**src/design/mia_pkg.sv**
```systemverilog
// Shared constants for the adjugate matrix inverse block.
// No dependencies; imported by every module of the block.
`default_nettype none
package mia_pkg;
	localparam int DEF_MAX_SIZE   = 4;
	localparam int DEF_DATA_WIDTH = 32;
	localparam int FRAC_BITS      = 16;
	localparam int DIGIT_W        = 16;
	localparam int SIZE_W         = 3;
	localparam int SIZE_RESET     = 4;
	localparam int MIN_SIZE       = 2;
endpackage
`default_nettype wire

```
**src/design/mia_mul.sv**
```systemverilog
// Shared fixed point multiplier: digit-serial magnitude product, round, saturate.
// Depends on mia_pkg.
`default_nettype none
module mia_mul #(
	parameter int DATA_WIDTH = mia_pkg::DEF_DATA_WIDTH
) (
	input  wire logic                         clk,
	input  wire logic                         arst_n,
	input  wire logic                         start,
	input  wire logic signed [DATA_WIDTH-1:0] a,
	input  wire logic signed [DATA_WIDTH-1:0] b,
	output logic                              done,
	output logic signed [DATA_WIDTH-1:0]      product
);
	import mia_pkg::*;

	localparam int W    = DATA_WIDTH;
	localparam int NDIG = (W + DIGIT_W - 1) / DIGIT_W;
	localparam int MBW  = NDIG * DIGIT_W;
	localparam int PW   = W + MBW;
	localparam int CW   = $clog2(NDIG + 1);
	localparam logic [PW-1:0] HALF_LSB = PW'(1) << (FRAC_BITS - 1);
	localparam logic [PW-1:0] LIM_NEG  = PW'(1) << (W - 1);
	localparam logic [PW-1:0] LIM_POS  = (PW'(1) << (W - 1)) - PW'(1);

	logic [W-1:0]         ma_q;
	logic [MBW-1:0]       mb_q;
	logic                 neg_q;
	logic [PW-1:0]        acc_q;
	logic [CW-1:0]        cnt_q;
	logic                 busy_q;
	logic                 rnd_q;
	logic                 done_q;
	logic signed [W-1:0]  product_q;
	logic [W-1:0]         a_mag;
	logic [W-1:0]         b_mag;
	logic [W+DIGIT_W-1:0] pp;
	logic [PW-1:0]        rnd;
	logic signed [W-1:0]  sat_val;

	always_comb begin
		a_mag = a[W-1] ? (~a + W'(1)) : a;
		b_mag = b[W-1] ? (~b + W'(1)) : b;
		pp    = ma_q * mb_q[MBW-1 -: DIGIT_W];
		rnd   = (acc_q + HALF_LSB) >> FRAC_BITS;
		if (neg_q) begin
			sat_val = (rnd > LIM_NEG) ? {1'b1, {(W-1){1'b0}}} : -rnd[W-1:0];
		end else begin
			sat_val = (rnd > LIM_POS) ? {1'b0, {(W-1){1'b1}}} : rnd[W-1:0];
		end
	end

	always_ff @(posedge clk or negedge arst_n) begin
		if (!arst_n) begin
			busy_q <= 1'b0;
			rnd_q  <= 1'b0;
			done_q <= 1'b0;
			cnt_q  <= '0;
		end else begin
			done_q <= 1'b0;
			if (start) begin
				busy_q <= 1'b1;
				cnt_q  <= '0;
			end else if (busy_q) begin
				cnt_q <= cnt_q + CW'(1);
				if (cnt_q == CW'(NDIG - 1)) begin
					busy_q <= 1'b0;
					rnd_q  <= 1'b1;
				end
			end else if (rnd_q) begin
				rnd_q  <= 1'b0;
				done_q <= 1'b1;
			end
		end
	end

	always_ff @(posedge clk) begin
		if (start) begin
			ma_q  <= a_mag;
			mb_q  <= MBW'(b_mag) << (MBW - W);
			neg_q <= a[W-1] ^ b[W-1];
			acc_q <= '0;
		end else if (busy_q) begin
			acc_q <= (acc_q << DIGIT_W) + PW'(pp);
			mb_q  <= mb_q << DIGIT_W;
		end
		if (rnd_q) begin
			product_q <= sat_val;
		end
	end

	assign done    = done_q;
	assign product = product_q;
endmodule
`default_nettype wire

```
**src/design/mia_div.sv**
```systemverilog
// Shared restoring divider: rounded, saturated fixed point quotient cf / det.
// Depends on mia_pkg.
`default_nettype none
module mia_div #(
	parameter int DATA_WIDTH = mia_pkg::DEF_DATA_WIDTH
) (
	input  wire logic                         clk,
	input  wire logic                         arst_n,
	input  wire logic                         start,
	input  wire logic signed [DATA_WIDTH-1:0] num,
	input  wire logic signed [DATA_WIDTH-1:0] den,
	output logic                              done,
	output logic signed [DATA_WIDTH-1:0]      quotient
);
	import mia_pkg::*;

	localparam int W  = DATA_WIDTH;
	localparam int NW = W + FRAC_BITS + 1;
	localparam int CW = $clog2(NW + 1);
	localparam logic [NW-1:0] LIM_NEG = NW'(1) << (W - 1);
	localparam logic [NW-1:0] LIM_POS = (NW'(1) << (W - 1)) - NW'(1);

	logic [NW-1:0]       n_q;
	logic [NW-1:0]       q_q;
	logic [W-1:0]        rem_q;
	logic [W-1:0]        d_q;
	logic                neg_q;
	logic [CW-1:0]       cnt_q;
	logic                busy_q;
	logic                fin_q;
	logic                done_q;
	logic signed [W-1:0] quotient_q;
	logic [W-1:0]        n_mag;
	logic [W-1:0]        d_mag;
	logic [W:0]          trial;
	logic                fits;
	logic signed [W-1:0] sat_val;

	always_comb begin
		n_mag = num[W-1] ? (~num + W'(1)) : num;
		d_mag = den[W-1] ? (~den + W'(1)) : den;
		trial = {rem_q, n_q[NW-1]};
		fits  = trial >= {1'b0, d_q};
		if (neg_q) begin
			sat_val = (q_q > LIM_NEG) ? {1'b1, {(W-1){1'b0}}} : -q_q[W-1:0];
		end else begin
			sat_val = (q_q > LIM_POS) ? {1'b0, {(W-1){1'b1}}} : q_q[W-1:0];
		end
	end

	always_ff @(posedge clk or negedge arst_n) begin
		if (!arst_n) begin
			busy_q <= 1'b0;
			fin_q  <= 1'b0;
			done_q <= 1'b0;
			cnt_q  <= '0;
		end else begin
			done_q <= 1'b0;
			if (start) begin
				busy_q <= 1'b1;
				cnt_q  <= '0;
			end else if (busy_q) begin
				cnt_q <= cnt_q + CW'(1);
				if (cnt_q == CW'(NW - 1)) begin
					busy_q <= 1'b0;
					fin_q  <= 1'b1;
				end
			end else if (fin_q) begin
				fin_q  <= 1'b0;
				done_q <= 1'b1;
			end
		end
	end

	always_ff @(posedge clk) begin
		if (start) begin
			// Numerator is |cf| << FRAC_BITS plus half the divisor, for rounding.
			n_q   <= (NW'(n_mag) << FRAC_BITS) + NW'(d_mag >> 1);
			d_q   <= d_mag;
			q_q   <= '0;
			rem_q <= '0;
			neg_q <= num[W-1] ^ den[W-1];
		end else if (busy_q) begin
			n_q   <= n_q << 1;
			q_q   <= {q_q[NW-2:0], fits};
			rem_q <= fits ? W'(trial - {1'b0, d_q}) : trial[W-1:0];
		end
		if (fin_q) begin
			quotient_q <= sat_val;
		end
	end

	assign done     = done_q;
	assign quotient = quotient_q;
endmodule
`default_nettype wire

```
**src/design/matrix_inverse_adjugate_top.sv**
```systemverilog
// Top level of the adjugate matrix inverse: load memory, cofactor sequencer, output.
// Depends on mia_pkg, mia_mul and mia_div.
//
//  channel | direction | payload                               | accepted when
//  s_*     | in        | tdata: element_value; tlast: last     | s_tvalid && s_tready
//  m_*     | out       | tdata: result_value; tuser: singular; | m_tvalid && m_tready
//          |           | tlast: last_result                    |
//  cfg_*   | in        | cfg_wdata: matrix_size                | cfg_we
//
// Elements are taken one per cycle while loading. The marked element starts the
// computation and s_tready stays low until the last result has been transferred.
// Every cofactor is found by a depth-first expansion along the first row, one
// product at a time on the single shared multiplier; a 4x4 matrix takes 148
// products. Each result then uses the shared divider, unless the determinant is
// zero. m_tvalid holds a result until it is taken. Reset clears control state and
// sets matrix_size to 4; the memories are not cleared.
`default_nettype none
module matrix_inverse_adjugate_top #(
	parameter int MAX_SIZE   = mia_pkg::DEF_MAX_SIZE,
	parameter int DATA_WIDTH = mia_pkg::DEF_DATA_WIDTH
) (
	input  wire logic                                 clk,
	input  wire logic                                 arst_n,
	input  wire logic                                 s_tvalid,
	output logic                                      s_tready,
	// element_value in the low DATA_WIDTH bits, zero padded to whole bytes
	input  wire logic [((DATA_WIDTH+7)/8)*8-1:0]      s_tdata,
	input  wire logic                                 s_tlast,
	output logic                                      m_tvalid,
	input  wire logic                                 m_tready,
	// result_value in the low DATA_WIDTH bits, zero padded to whole bytes
	output logic [((DATA_WIDTH+7)/8)*8-1:0]           m_tdata,
	// singular
	output logic                                      m_tuser,
	output logic                                      m_tlast,
	input  wire logic                                 cfg_we,
	input  wire logic [mia_pkg::SIZE_W-1:0]           cfg_wdata
);
	import mia_pkg::*;

	localparam int W    = DATA_WIDTH;
	localparam int TDW  = ((DATA_WIDTH + 7) / 8) * 8;
	localparam int AW   = W + $clog2(MAX_SIZE) + 1;
	localparam int NE   = MAX_SIZE * MAX_SIZE;
	localparam int IDXW = $clog2(NE);
	localparam int CNTW = $clog2(NE + 1);
	localparam int COLW = $clog2(MAX_SIZE + 1);
	localparam int TW   = 2 * COLW;
	localparam int LVL  = MAX_SIZE - 1;
	localparam int DEPW = (LVL > 1) ? $clog2(LVL) : 1;
	localparam int MW   = 1 << COLW;
	localparam logic signed [W-1:0] MAXV = {1'b0, {(W-1){1'b1}}};
	localparam logic signed [W-1:0] MINV = {1'b1, {(W-1){1'b0}}};

	typedef enum logic [14:0] {
		ST_LOAD      = 15'b000000000000001,
		ST_COF_START = 15'b000000000000010,
		ST_SCAN      = 15'b000000000000100,
		ST_LEAF_RD   = 15'b000000000001000,
		ST_LEAF      = 15'b000000000010000,
		ST_RET_RD    = 15'b000000000100000,
		ST_RET_MUL   = 15'b000000001000000,
		ST_RET_WAIT  = 15'b000000010000000,
		ST_DET_RD    = 15'b000000100000000,
		ST_DET_MUL   = 15'b000001000000000,
		ST_DET_WAIT  = 15'b000010000000000,
		ST_OUT_RD    = 15'b000100000000000,
		ST_OUT_DIV   = 15'b001000000000000,
		ST_OUT_WAIT  = 15'b010000000000000,
		ST_OUT_SEND  = 15'b100000000000000
	} state_t;

	function automatic logic signed [W-1:0] sat_acc(input logic signed [AW-1:0] v);
		if (v > AW'(MAXV)) begin
			return MAXV;
		end else if (v < AW'(MINV)) begin
			return MINV;
		end
		return v[W-1:0];
	endfunction

	state_t                state_q;
	logic [SIZE_W-1:0]     size_q;
	logic [COLW-1:0]       n_q;
	logic [CNTW-1:0]       cnt_q;
	logic [COLW-1:0]       q_q;
	logic [COLW-1:0]       p_q;
	logic [DEPW-1:0]       depth_q;
	logic [MW-1:0]         mask_q;
	logic [COLW-1:0]       col_q [LVL];
	logic                  pos_q [LVL];
	logic signed [AW-1:0]  acc_q [LVL];
	logic signed [W-1:0]   ret_q;
	logic [COLW-1:0]       k_q;
	logic signed [AW-1:0]  det_acc_q;
	logic signed [W-1:0]   det_q;
	logic [COLW-1:0]       oi_q;
	logic [COLW-1:0]       oj_q;
	logic signed [W-1:0]   res_q;
	logic                  sing_q;

	// Matrix and cofactor memories, each with one write and one registered read port.
	logic signed [W-1:0]   mat_mem [NE];
	logic signed [W-1:0]   cof_mem [NE];
	logic signed [W-1:0]   mat_rd_q;
	logic signed [W-1:0]   cof_rd_q;

	logic [COLW-1:0]       n_cur;
	logic [TW-1:0]         total;
	logic                  in_xfer;
	logic                  load_we;
	logic [COLW-1:0]       dep_ext;
	logic [COLW-1:0]       col_cur;
	logic [COLW-1:0]       row_sel;
	logic [COLW-1:0]       col_sel;
	logic [TW-1:0]         mat_addr_w;
	logic [TW-1:0]         cof_addr_w;
	logic                  leaf;
	logic                  fin_go;
	logic signed [W-1:0]   fin_val;
	logic                  cof_we;
	logic signed [W-1:0]   cof_wd;
	logic [TW-1:0]         cof_waddr;
	logic                  mul_start;
	logic signed [W-1:0]   mul_a;
	logic signed [W-1:0]   mul_b;
	logic                  mul_done;
	logic signed [W-1:0]   mul_p;
	logic signed [AW-1:0]  mul_ext;
	logic                  div_start;
	logic                  div_done;
	logic signed [W-1:0]   div_q;
	logic                  out_last;

	always_comb begin
		if (size_q < SIZE_W'(MIN_SIZE)) begin
			n_cur = COLW'(MIN_SIZE);
		end else if (size_q > SIZE_W'(MAX_SIZE)) begin
			n_cur = COLW'(MAX_SIZE);
		end else begin
			n_cur = COLW'(size_q);
		end
		total   = TW'(n_cur) * TW'(n_cur);
		in_xfer = s_tvalid && (state_q == ST_LOAD);
		load_we = in_xfer && (TW'(cnt_q) < total);

		// Row of the minor at the current depth skips the cofactor's own row.
		dep_ext = COLW'(depth_q);
		col_cur = col_q[depth_q];
		leaf    = (dep_ext + COLW'(2)) == n_q;
		if (state_q == ST_DET_RD) begin
			row_sel = '0;
			col_sel = k_q;
		end else begin
			row_sel = (dep_ext < q_q) ? dep_ext : dep_ext + COLW'(1);
			col_sel = col_cur;
		end
		mat_addr_w = TW'(row_sel) * TW'(n_q) + TW'(col_sel);
		if (state_q == ST_DET_RD) begin
			cof_addr_w = TW'(k_q);
		end else begin
			cof_addr_w = TW'(oj_q) * TW'(n_q) + TW'(oi_q);
		end

		// A level finishes when its columns are used up, or at once for a single element.
		fin_go  = ((state_q == ST_SCAN) && (col_cur == n_q)) || (state_q == ST_LEAF);
		fin_val = (state_q == ST_LEAF) ? mat_rd_q : sat_acc(acc_q[depth_q]);
		cof_we  = fin_go && (depth_q == '0);
		if ((q_q[0] ^ p_q[0]) == 1'b1) begin
			cof_wd = (fin_val == MINV) ? MAXV : -fin_val;
		end else begin
			cof_wd = fin_val;
		end
		cof_waddr = TW'(q_q) * TW'(n_q) + TW'(p_q);

		mul_start = (state_q == ST_RET_MUL) || (state_q == ST_DET_MUL);
		mul_a     = mat_rd_q;
		mul_b     = (state_q == ST_DET_MUL) ? cof_rd_q : ret_q;
		mul_ext   = {{(AW-W){mul_p[W-1]}}, mul_p};
		div_start = (state_q == ST_OUT_DIV) && (det_q != '0);
		out_last  = (oi_q == n_q - COLW'(1)) && (oj_q == n_q - COLW'(1));
	end

	always_ff @(posedge clk) begin
		if (load_we) begin
			mat_mem[cnt_q[IDXW-1:0]] <= s_tdata[W-1:0];
		end
		mat_rd_q <= mat_mem[mat_addr_w[IDXW-1:0]];
		if (cof_we) begin
			cof_mem[cof_waddr[IDXW-1:0]] <= cof_wd;
		end
		cof_rd_q <= cof_mem[cof_addr_w[IDXW-1:0]];
	end

	mia_mul #(.DATA_WIDTH(DATA_WIDTH)) u_mul (
		.clk     (clk),
		.arst_n  (arst_n),
		.start   (mul_start),
		.a       (mul_a),
		.b       (mul_b),
		.done    (mul_done),
		.product (mul_p)
	);

	mia_div #(.DATA_WIDTH(DATA_WIDTH)) u_div (
		.clk      (clk),
		.arst_n   (arst_n),
		.start    (div_start),
		.num      (cof_rd_q),
		.den      (det_q),
		.done     (div_done),
		.quotient (div_q)
	);

	always_ff @(posedge clk or negedge arst_n) begin
		if (!arst_n) begin
			state_q <= ST_LOAD;
			size_q  <= SIZE_W'(SIZE_RESET);
			cnt_q   <= '0;
			n_q     <= COLW'(MAX_SIZE);
			q_q     <= '0;
			p_q     <= '0;
			depth_q <= '0;
			mask_q  <= '0;
			k_q     <= '0;
			oi_q    <= '0;
			oj_q    <= '0;
		end else begin
			if (cfg_we) begin
				size_q <= cfg_wdata;
			end
			unique case (state_q)
				ST_LOAD: begin
					if (load_we) begin
						cnt_q <= cnt_q + CNTW'(1);
					end
					if (in_xfer && s_tlast) begin
						cnt_q   <= '0;
						n_q     <= n_cur;
						q_q     <= '0;
						p_q     <= '0;
						state_q <= ST_COF_START;
					end
				end
				ST_COF_START: begin
					depth_q  <= '0;
					mask_q   <= MW'(1) << p_q;
					col_q[0] <= '0;
					pos_q[0] <= 1'b0;
					acc_q[0] <= '0;
					state_q  <= ST_SCAN;
				end
				ST_SCAN, ST_LEAF: begin
					if (fin_go) begin
						if (depth_q == '0) begin
							if (p_q == n_q - COLW'(1)) begin
								p_q <= '0;
								if (q_q == n_q - COLW'(1)) begin
									k_q       <= '0;
									det_acc_q <= '0;
									state_q   <= ST_DET_RD;
								end else begin
									q_q     <= q_q + COLW'(1);
									state_q <= ST_COF_START;
								end
							end else begin
								p_q     <= p_q + COLW'(1);
								state_q <= ST_COF_START;
							end
						end else begin
							depth_q <= depth_q - DEPW'(1);
							ret_q   <= fin_val;
							state_q <= ST_RET_RD;
						end
					end else if (mask_q[col_cur]) begin
						col_q[depth_q] <= col_cur + COLW'(1);
					end else if (leaf) begin
						state_q <= ST_LEAF_RD;
					end else begin
						// Descend into the minor that drops this column.
						mask_q[col_cur]            <= 1'b1;
						depth_q                    <= depth_q + DEPW'(1);
						col_q[depth_q + DEPW'(1)] <= '0;
						pos_q[depth_q + DEPW'(1)] <= 1'b0;
						acc_q[depth_q + DEPW'(1)] <= '0;
					end
				end
				ST_LEAF_RD: begin
					state_q <= ST_LEAF;
				end
				ST_RET_RD: begin
					state_q <= ST_RET_MUL;
				end
				ST_RET_MUL: begin
					state_q <= ST_RET_WAIT;
				end
				ST_RET_WAIT: begin
					if (mul_done) begin
						acc_q[depth_q]  <= pos_q[depth_q] ? acc_q[depth_q] - mul_ext
						                                  : acc_q[depth_q] + mul_ext;
						pos_q[depth_q]  <= ~pos_q[depth_q];
						mask_q[col_cur] <= 1'b0;
						col_q[depth_q]  <= col_cur + COLW'(1);
						state_q         <= ST_SCAN;
					end
				end
				ST_DET_RD: begin
					state_q <= ST_DET_MUL;
				end
				ST_DET_MUL: begin
					state_q <= ST_DET_WAIT;
				end
				ST_DET_WAIT: begin
					if (mul_done) begin
						det_acc_q <= det_acc_q + mul_ext;
						k_q       <= k_q + COLW'(1);
						if (k_q == n_q - COLW'(1)) begin
							det_q   <= sat_acc(det_acc_q + mul_ext);
							oi_q    <= '0;
							oj_q    <= '0;
							state_q <= ST_OUT_RD;
						end else begin
							state_q <= ST_DET_RD;
						end
					end
				end
				ST_OUT_RD: begin
					state_q <= ST_OUT_DIV;
				end
				ST_OUT_DIV: begin
					if (det_q == '0) begin
						res_q   <= '0;
						sing_q  <= 1'b1;
						state_q <= ST_OUT_SEND;
					end else begin
						state_q <= ST_OUT_WAIT;
					end
				end
				ST_OUT_WAIT: begin
					if (div_done) begin
						res_q   <= div_q;
						sing_q  <= 1'b0;
						state_q <= ST_OUT_SEND;
					end
				end
				ST_OUT_SEND: begin
					if (m_tready) begin
						if (out_last) begin
							state_q <= ST_LOAD;
						end else if (oj_q == n_q - COLW'(1)) begin
							oj_q    <= '0;
							oi_q    <= oi_q + COLW'(1);
							state_q <= ST_OUT_RD;
						end else begin
							oj_q    <= oj_q + COLW'(1);
							state_q <= ST_OUT_RD;
						end
					end
				end
				default: begin
					state_q <= ST_LOAD;
				end
			endcase
		end
	end

	assign s_tready = (state_q == ST_LOAD);
	assign m_tvalid = (state_q == ST_OUT_SEND);
	assign m_tdata  = TDW'(unsigned'(res_q));
	assign m_tuser  = sing_q;
	assign m_tlast  = out_last;
endmodule
`default_nettype wire
```
**config.mk**
```make
export PLATFORM = sky130hd
export DESIGN_NAME = matrix_inverse_adjugate_top
export DESIGN_NICKNAME = d
export VERILOG_FILES = /design/src/design/mia_pkg.sv /design/src/design/mia_mul.sv /design/src/design/mia_div.sv /design/src/design/matrix_inverse_adjugate_top.sv
export SDC_FILE = /design/constraint.sdc
export NUM_CORES = 2
export LEC_CHECK = 0
export BUFFER_PORTS_ARGS = -buffer_cell sky130_fd_sc_hd__buf_2
export CORE_MARGIN = 2
export CORE_UTILIZATION = 42
export CTS_BUF_LIST = sky130_fd_sc_hd__clkbuf_4
export CTS_CLUSTER_DIAMETER = 200
export DETAILED_ROUTE_END_ITERATION = 16
export GPL_TIMING_DRIVEN = 1
export SETUP_SLACK_MARGIN = 0.3
export SLEW_MARGIN = 20
export SYNTH_ARGS = -nofsm -noshare
export SYNTH_HDL_FRONTEND = slang
export SYNTH_SLANG_ARGS = --single-unit
export TNS_END_PERCENT = 10
```
**constraint.sdc**
```tcl
create_clock -name clk -period 8.65 [get_ports clk]
set_input_delay 2.1625 -clock clk [delete_from_list [all_inputs] [get_ports clk]]
set_output_delay 2.1625 -clock clk [all_outputs]
set_load 0.005 [all_outputs]
```
; After elaboration in Yosys (flattened, before gate mapping)
; Memories as Yosys holds them, arrays and structs flattened. A register that Yosys moved wholly into a read port is not among the register bits.
; Index checks and enable logic that the tools add are counted.
[classes]
n_reduce_logical = 49
n_bitwise = 15
order_cmp = 15
eq_ne = 48
mul = 5
add_sub_neg = 31
n_mux = 165
shifts = 1
[ops]
columns = op, count
row1 = 32-bit 2-to-1 mux, 24
row2 = 35-bit 2-to-1 mux, 8
row3 = 15-bit one-hot mux with 14 select lines, 1
row4 = 15-bit 2-to-1 mux, 11
row5 = "32-bit by 2-bit adder with 32-bit output, second input constant", 4
row6 = 32-bit inverter, 4
row7 = 49-bit 2-to-1 mux, 2
row8 = 32-bit negator, 3
row9 = 3-bit 2-to-1 mux, 29
row10 = 35-bit by 32-bit adder with 35-bit output, 2
row11 = "35-bit by 32-bit > comparator with 1-bit output, second input constant", 2
row12 = "35-bit by 32-bit less-than comparator with 1-bit output, second input constant", 2
row13 = 35-bit one-hot mux with 2 select lines, 1
row14 = 35-bit OR reduction, 2
row15 = "64-bit by 16-bit adder with 64-bit output, second input constant", 1
row16 = 64-bit by 48-bit adder with 64-bit output, 1
row17 = 32-bit one-hot mux with 2 select lines, 1
row18 = 1-bit 2-to-1 mux, 53
row19 = 48-bit by 31-bit adder with 49-bit output, 1
row20 = "49-bit by 31-bit > comparator with 1-bit output, second input constant", 1
row21 = "49-bit by 32-bit > comparator with 1-bit output, second input constant", 1
row22 = "48-bit by 31-bit > comparator with 1-bit output, second input constant", 1
row23 = "48-bit by 32-bit > comparator with 1-bit output, second input constant", 1
row24 = 32-bit by 16-bit multiplier with 48-bit output, 1
row25 = other kinds (78), 172
[totals]
ramBits = 1141
ff_bits = 553
n_memories = 5
output_inout_bits = 36
input_bits = 41
[memory_table]
columns = name, depth, width, read_ports, rd_clocked_by_memory_dff, write_ports, line_no
row1 = cof_mem, 16, 32, 1, 1, 1, matrix_inverse_adjugate_top.sv:104  ; logic signed [W-1:0] cof_mem [NE];
row2 = mat_mem, 16, 32, 1, 1, 1, matrix_inverse_adjugate_top.sv:103  ; logic signed [W-1:0] mat_mem [NE];
row3 = acc_q, 3, 35, 1, 0, 1, matrix_inverse_adjugate_top.sv:92  ; logic signed [AW-1:0] acc_q [LVL];
row4 = col_q, 3, 3, 1, 0, 1, matrix_inverse_adjugate_top.sv:90  ; logic [COLW-1:0] col_q [LVL];
row5 = pos_q, 3, 1, 1, 0, 1, matrix_inverse_adjugate_top.sv:91  ; logic pos_q [LVL];

; Logic depth before layout (Yosys ltp)
; An unclocked memory read counts as a cell.
[depth]
word_depth = 12
mapped_depth = 26
depth_no_buf = 24

; Hierarchy
; A second synthesis with hierarchy kept.
[unflattened]
cells_unflattened = 8739
hier_area_um2 = 100810.4
[by_module_without_submodules]
columns = module, area_each_um2, n_inst, cells_per_inst
row1 = matrix_inverse_adjugate_top, 59866.2, 1, 4170
row2 = mia_mul, 27605.2, 1, 3128
row3 = mia_div, 13339.0, 1, 1441

; Worst setup path after synthesis
; OpenSTA, ideal clock, no wires.
[synth_path]
kind = flip-flop to flip-flop
startpoint = register depth_q[0]
endpoint = memory acc_q[0][0] in the netlist's numbering (enable)
arrival_time_ps = 7001
path_slack_ps = 1094
required_ps = 8095
setup_ps = 555
stages_incl_launch_ff = 15
synth_period_minus_slack_ps = 7556
path_buffers = 5
cell_sequence = dfrtp_1 buf_4 buf_2 buf_4 buf_4 mux2i_1 o21ai_0 buf_2 xnor2_1 nand3_1 o21ai_1 nor2_1 nand2_1 o21ai_0 o311ai_0
[synth_between]
elab_chain_len = 11
[synth_lines]
columns = item, line_no
row1 = "start, declared", matrix_inverse_adjugate_top.sv:88  ; logic [DEPW-1:0] depth_q;
row2 = "start signal, assigned", matrix_inverse_adjugate_top.sv:271  ; depth_q <= depth_q - DEPW'(1);
row3 = "start signal, assigned", matrix_inverse_adjugate_top.sv:282  ; depth_q <= depth_q + DEPW'(1);
row4 = memory 3 x 3 bit or 2-bit by 2-bit adder with 3-bit output (tied branches), n/a
row5 = 1-bit binary-select mux with 3-bit select (tied with other cells), matrix_inverse_adjugate_top.sv:275  ; end else if (mask_q[col_cur]) begin
row6 = 1-bit 2-to-1 mux (not written as such) (tied with other cells), matrix_inverse_adjugate_top.sv:275
row7 = 1-bit 2-to-1 mux or 1-bit logical OR (tied branches), "matrix_inverse_adjugate_top.sv:275, matrix_inverse_adjugate_top.sv:166"
row8 = 1-bit 2-to-1 mux, matrix_inverse_adjugate_top.sv:254  ; if (fin_go) begin
row9 = 1-bit 2-to-1 mux, matrix_inverse_adjugate_top.sv:232  ; unique case (state_q)
row10 = 1-bit logical AND (not written as such), matrix_inverse_adjugate_top.sv:285  ; acc_q[depth_q + DEPW'(1)] <= '0;
row11 = 1-bit 2-to-1 mux (not written as such), matrix_inverse_adjugate_top.sv:285
row12 = 35-bit OR reduction (no line), n/a
row13 = 2-bit 2-to-1 mux (no line) or 1-bit 2-to-1 mux (tied branches) (2 in a row), n/a
row14 = "end, declared", matrix_inverse_adjugate_top.sv:92
; Several ways; a longest one is shown, not always the timed one. The select of a mux whose other input is x is not followed.

; Final worst setup path
[layout_path]
startpoint = register u_mul.mb_q[26]
endpoint = register u_mul.acc_q[63]
[layout_between]
elab_chain_len = 2
[layout_lines]
columns = item, line_no
row1 = "start, declared", mia_mul.sv:27  ; logic [MBW-1:0] mb_q;
row2 = "start signal, assigned", mia_mul.sv:80  ; mb_q <= MBW'(b_mag) << (MBW - W);
row3 = "start signal, assigned", mia_mul.sv:85  ; mb_q <= mb_q << DIGIT_W;
row4 = 32-bit by 16-bit multiplier with 48-bit output, mia_mul.sv:44  ; pp = ma_q * mb_q[MBW-1 -: DIGIT_W];
row5 = 64-bit by 48-bit adder with 64-bit output, mia_mul.sv:84  ; acc_q <= (acc_q << DIGIT_W) + PW'(pp);
row6 = "end signal, assigned", mia_mul.sv:84
row7 = "end, declared", mia_mul.sv:29  ; logic [PW-1:0] acc_q;
; Every way passes these cells.
; A chain may end at the register's enable or synchronous reset.

==> impl_metrics.tcl <==
set metrics [dict create \
    outcome "finished clean" \
    globalplace.congestion 0.903 \
    p_leak_nw 41.9 \
    grt_antenna_before_repair 23 \
    ff2ff_setup_slack_ns 0.78 \
    ys_seq_area_share_pct 50.9 \
    netlist_area_um2 99000 \
    postCtsSetupBuffers 0 \
    slew_headroom_pct 19.0 \
    grt_pass1_wl_um 416000 \
    critPathLaunch "u_mul.mb_q[26]" \
    placed_cell_area_um2 103000 \
    post_cts_resized 0 \
    hpwl_um 192000 \
    peakVddDrop_mv 0.394 \
    synth_cells 8158 \
    layout_commonest_cell "edfxtp_1" \
    finalClockSkew_ns 0.127 \
    min_path_type "register to register" \
    die-area_um2 240000 \
    coreArea_um2 235000 \
    yosys-top-cells-area "edfxtp_1 (45%), fa_1 (9.4%), mux4_2 (6.6%)" \
    dr.pass1.iters 6 \
    path_clk_slew_ns 0.07 \
    reg2reg_from "u_mul.mb_q[26]" \
    worst_pin_slew_ns 1.22 \
    synth_top_area_share_pct 45.0 \
    worstSkewPairLatency_ns 1.42 \
    cts_buffers 466 \
    synth_ff_type "edfxtp_1" \
    worstHoldStart "u_mul.acc_q[0]" \
    numClockSinks 1758 \
    num_rows 178 \
    initial_core_util_pct 42.2 \
    wl_per_cell_um 23.0 \
    dpl_worst_slack_ns 0.986 \
    grt_setup_unrepaired "false" \
    fin_setup_tns_ns 0 \
    power_mw 24.9 \
    post-route-drc-count 0 \
    holdWs_ns 0.459 \
    cts-root-buf "clkbuf_4" \
    syn_nets 8963 \
    max_cap_viol_count 0 \
    dp.cells 11100 \
    die_x_um 489 \
    setup_slack_ns 0.777 \
    end_kind "register" \
    setup_viol 0 \
    ys_seq_elements 1758 \
    synth_edf_count 1484 \
    grt.overflow.total 0 \
    vias 66600 \
    ant_nets 0 \
    finalWirelength_um 275000 \
    async_reset_ff_share_pct 3.70 \
    timing.final.crit_share_pct 91.0 \
    drive_gt1_share_pct 15.6 \
    worstPathRequired_ns 9.83 \
    drtIter0Drc 5625 \
    p_per_area_nw_per_um2 228 \
    portBuffers 76 \
    hold_buffers 0 \
    hold_violations 0 \
    avgSynthCellArea_um2 12.1 \
    grt_pass1_vias 66900 \
    synth_cell_types 98 \
    cts_tree "built" \
    nets 9267 \
    die_h_um 489 \
    crit_fanout 23 \
    via_per_inst 5.56 \
    instances_no_fill 12000 \
    timing.critical_path.arrival_ns 9.06 \
    drv_slew 0 \
    setup.worst_path.class "register to register" \
    post-route-cell-area_um2 109000 \
    grt_max_degree 129 \
    cts_buffer_depth 4 \
    boundaryPins 77 \
    clock.fmax_mhz 127 \
    fin_crit_ns 7.87 \
    final_cell_mix "edfxtp_1 (1484), nand2_1 (830), inv_1 (744)" \
    crit_path_start_kind "register" \
    htreeDepth 5 \
    yosysTopAreaCell "edfxtp_1" \
    utilization_pct 46.5 \
    area_growth_pct 10.4 \
    groute.usage.overall_pct 23.0 \
    synth_warnings 0 \
    fillers 21400 \
]
-- state kept, by name (all words and copies together) (netlist names), 35 cells and up --
name and flops:
acc_q 105, mat_mem 512, det_acc_q 35, u_mul.acc_q 64, u_div.n_q 49, cof_mem 512, u_div.q_q 49
-- power by group --
| group | total (mW) | switching (mW) | internal [mW] |
|---|---|---|---|
| sequential | 10.3 | 0.432 | 9.91 |
| combinational | 7.33 | 4.30 | 3.03 |
| clock | 7.21 | 3.46 | 3.75 |
-- cell type report --
cell class	instances	area, µm²	share of cell area [%]
flip-flops and latches	1758	50400	46.1
multi-input cells	5253	44600	40.8
clock buffers	683	5130	4.69
well taps	3150	3940	3.61
inverters	751	2820	2.58
repair buffers	232	1620	1.48
clock inverters	149	731	0.669
diodes	8	20.0	0.0183
-- metal layers --
| layer | share of wire (%) | GRT usage (%) | wire [µm] |
|---|---|---|---|
| met5 | 0.056 | 0 | 154 |
| met3 | 7.1 | 4.41 | 19600 |
| met1 | 43 | 31.6 | 119000 |
| met2 | 47 | 36.5 | 128000 |
| met4 | 3.1 | 7.86 | 8540 |
-- worst max-delay path, cell delays in order, from the launching register on --
cell and delay, ns:
edfxtp_1 1.16, nand2_1 0.16, fa_1 0.53, inv_1 0.04, fa_1 0.47, fa_1 0.53, fa_1 0.52, fa_1 0.56
inv_1 0.06, fa_1 0.63, inv_1 0.07, ha_1 0.38, a211oi_1 0.29, nand2_1 0.14, a2111oi_0 0.74, nor3_1 0.13
o21ai_0 0.16, a21oi_1 0.15, o22ai_1 0.53, nor3b_1 0.15, xnor2_1 0.16, a21oi_1 0.08
-- worst paths after layout --
| path | end | cells past startpoint |
|---|---|---|
| worst min-delay path | u_mul.acc_q[0] | 2 |
| min in group asynchronous | state_q[9] | 1 |
| worst max-delay path | u_mul.acc_q[63] | 21 |
| worst max register to register | u_mul.acc_q[63] | 21 |
| max in group asynchronous | u_div.busy_q | 2 |
| worst min register to register | u_mul.acc_q[0] | 2 |
-- synthesized netlist by cell type (33+ instances only) --
library cell and count:
nand2b_1 48, nand3_1 97, nor2_1 487, a31oi_1 72
and2_1 292, and3_1 95, dfrtp_1 62, o21ai_0 379
nor2b_1 33, dfxtp_1 209, xnor2_1 279, nor3_1 150
mux2i_1 165, o31ai_1 58, nor4_1 41, nand4_1 48
xor2_1 147, buf_1 34, a211oi_1 86, mux4_2 288
edfxtp_1 1484, nand2_1 833, a21oi_1 281, fa_1 463
o21a_1 46, inv_1 744, clkbuf_1 329, or3_1 60
a21o_1 100, ha_1 301
-- cell families (layout without fill, tap and decap cells) --
family / count (synthesis) / after routing / synth area share (%)
compound gates: 1294 / 1294 / 8.23
fa+ha+maj: 764 / 764 / 13.2
other cells: 0 / 8 / 0
simple gates: 2303 / 2303 / 11.1
xor+xnor: 426 / 426 / 3.77
flops: 1758 / 1758 / 50.9
mux: 466 / 466 / 8.37
buf+inv: 1147 / 1815 / 4.41
Note: power is estimated with default switching activity, not from simulation.
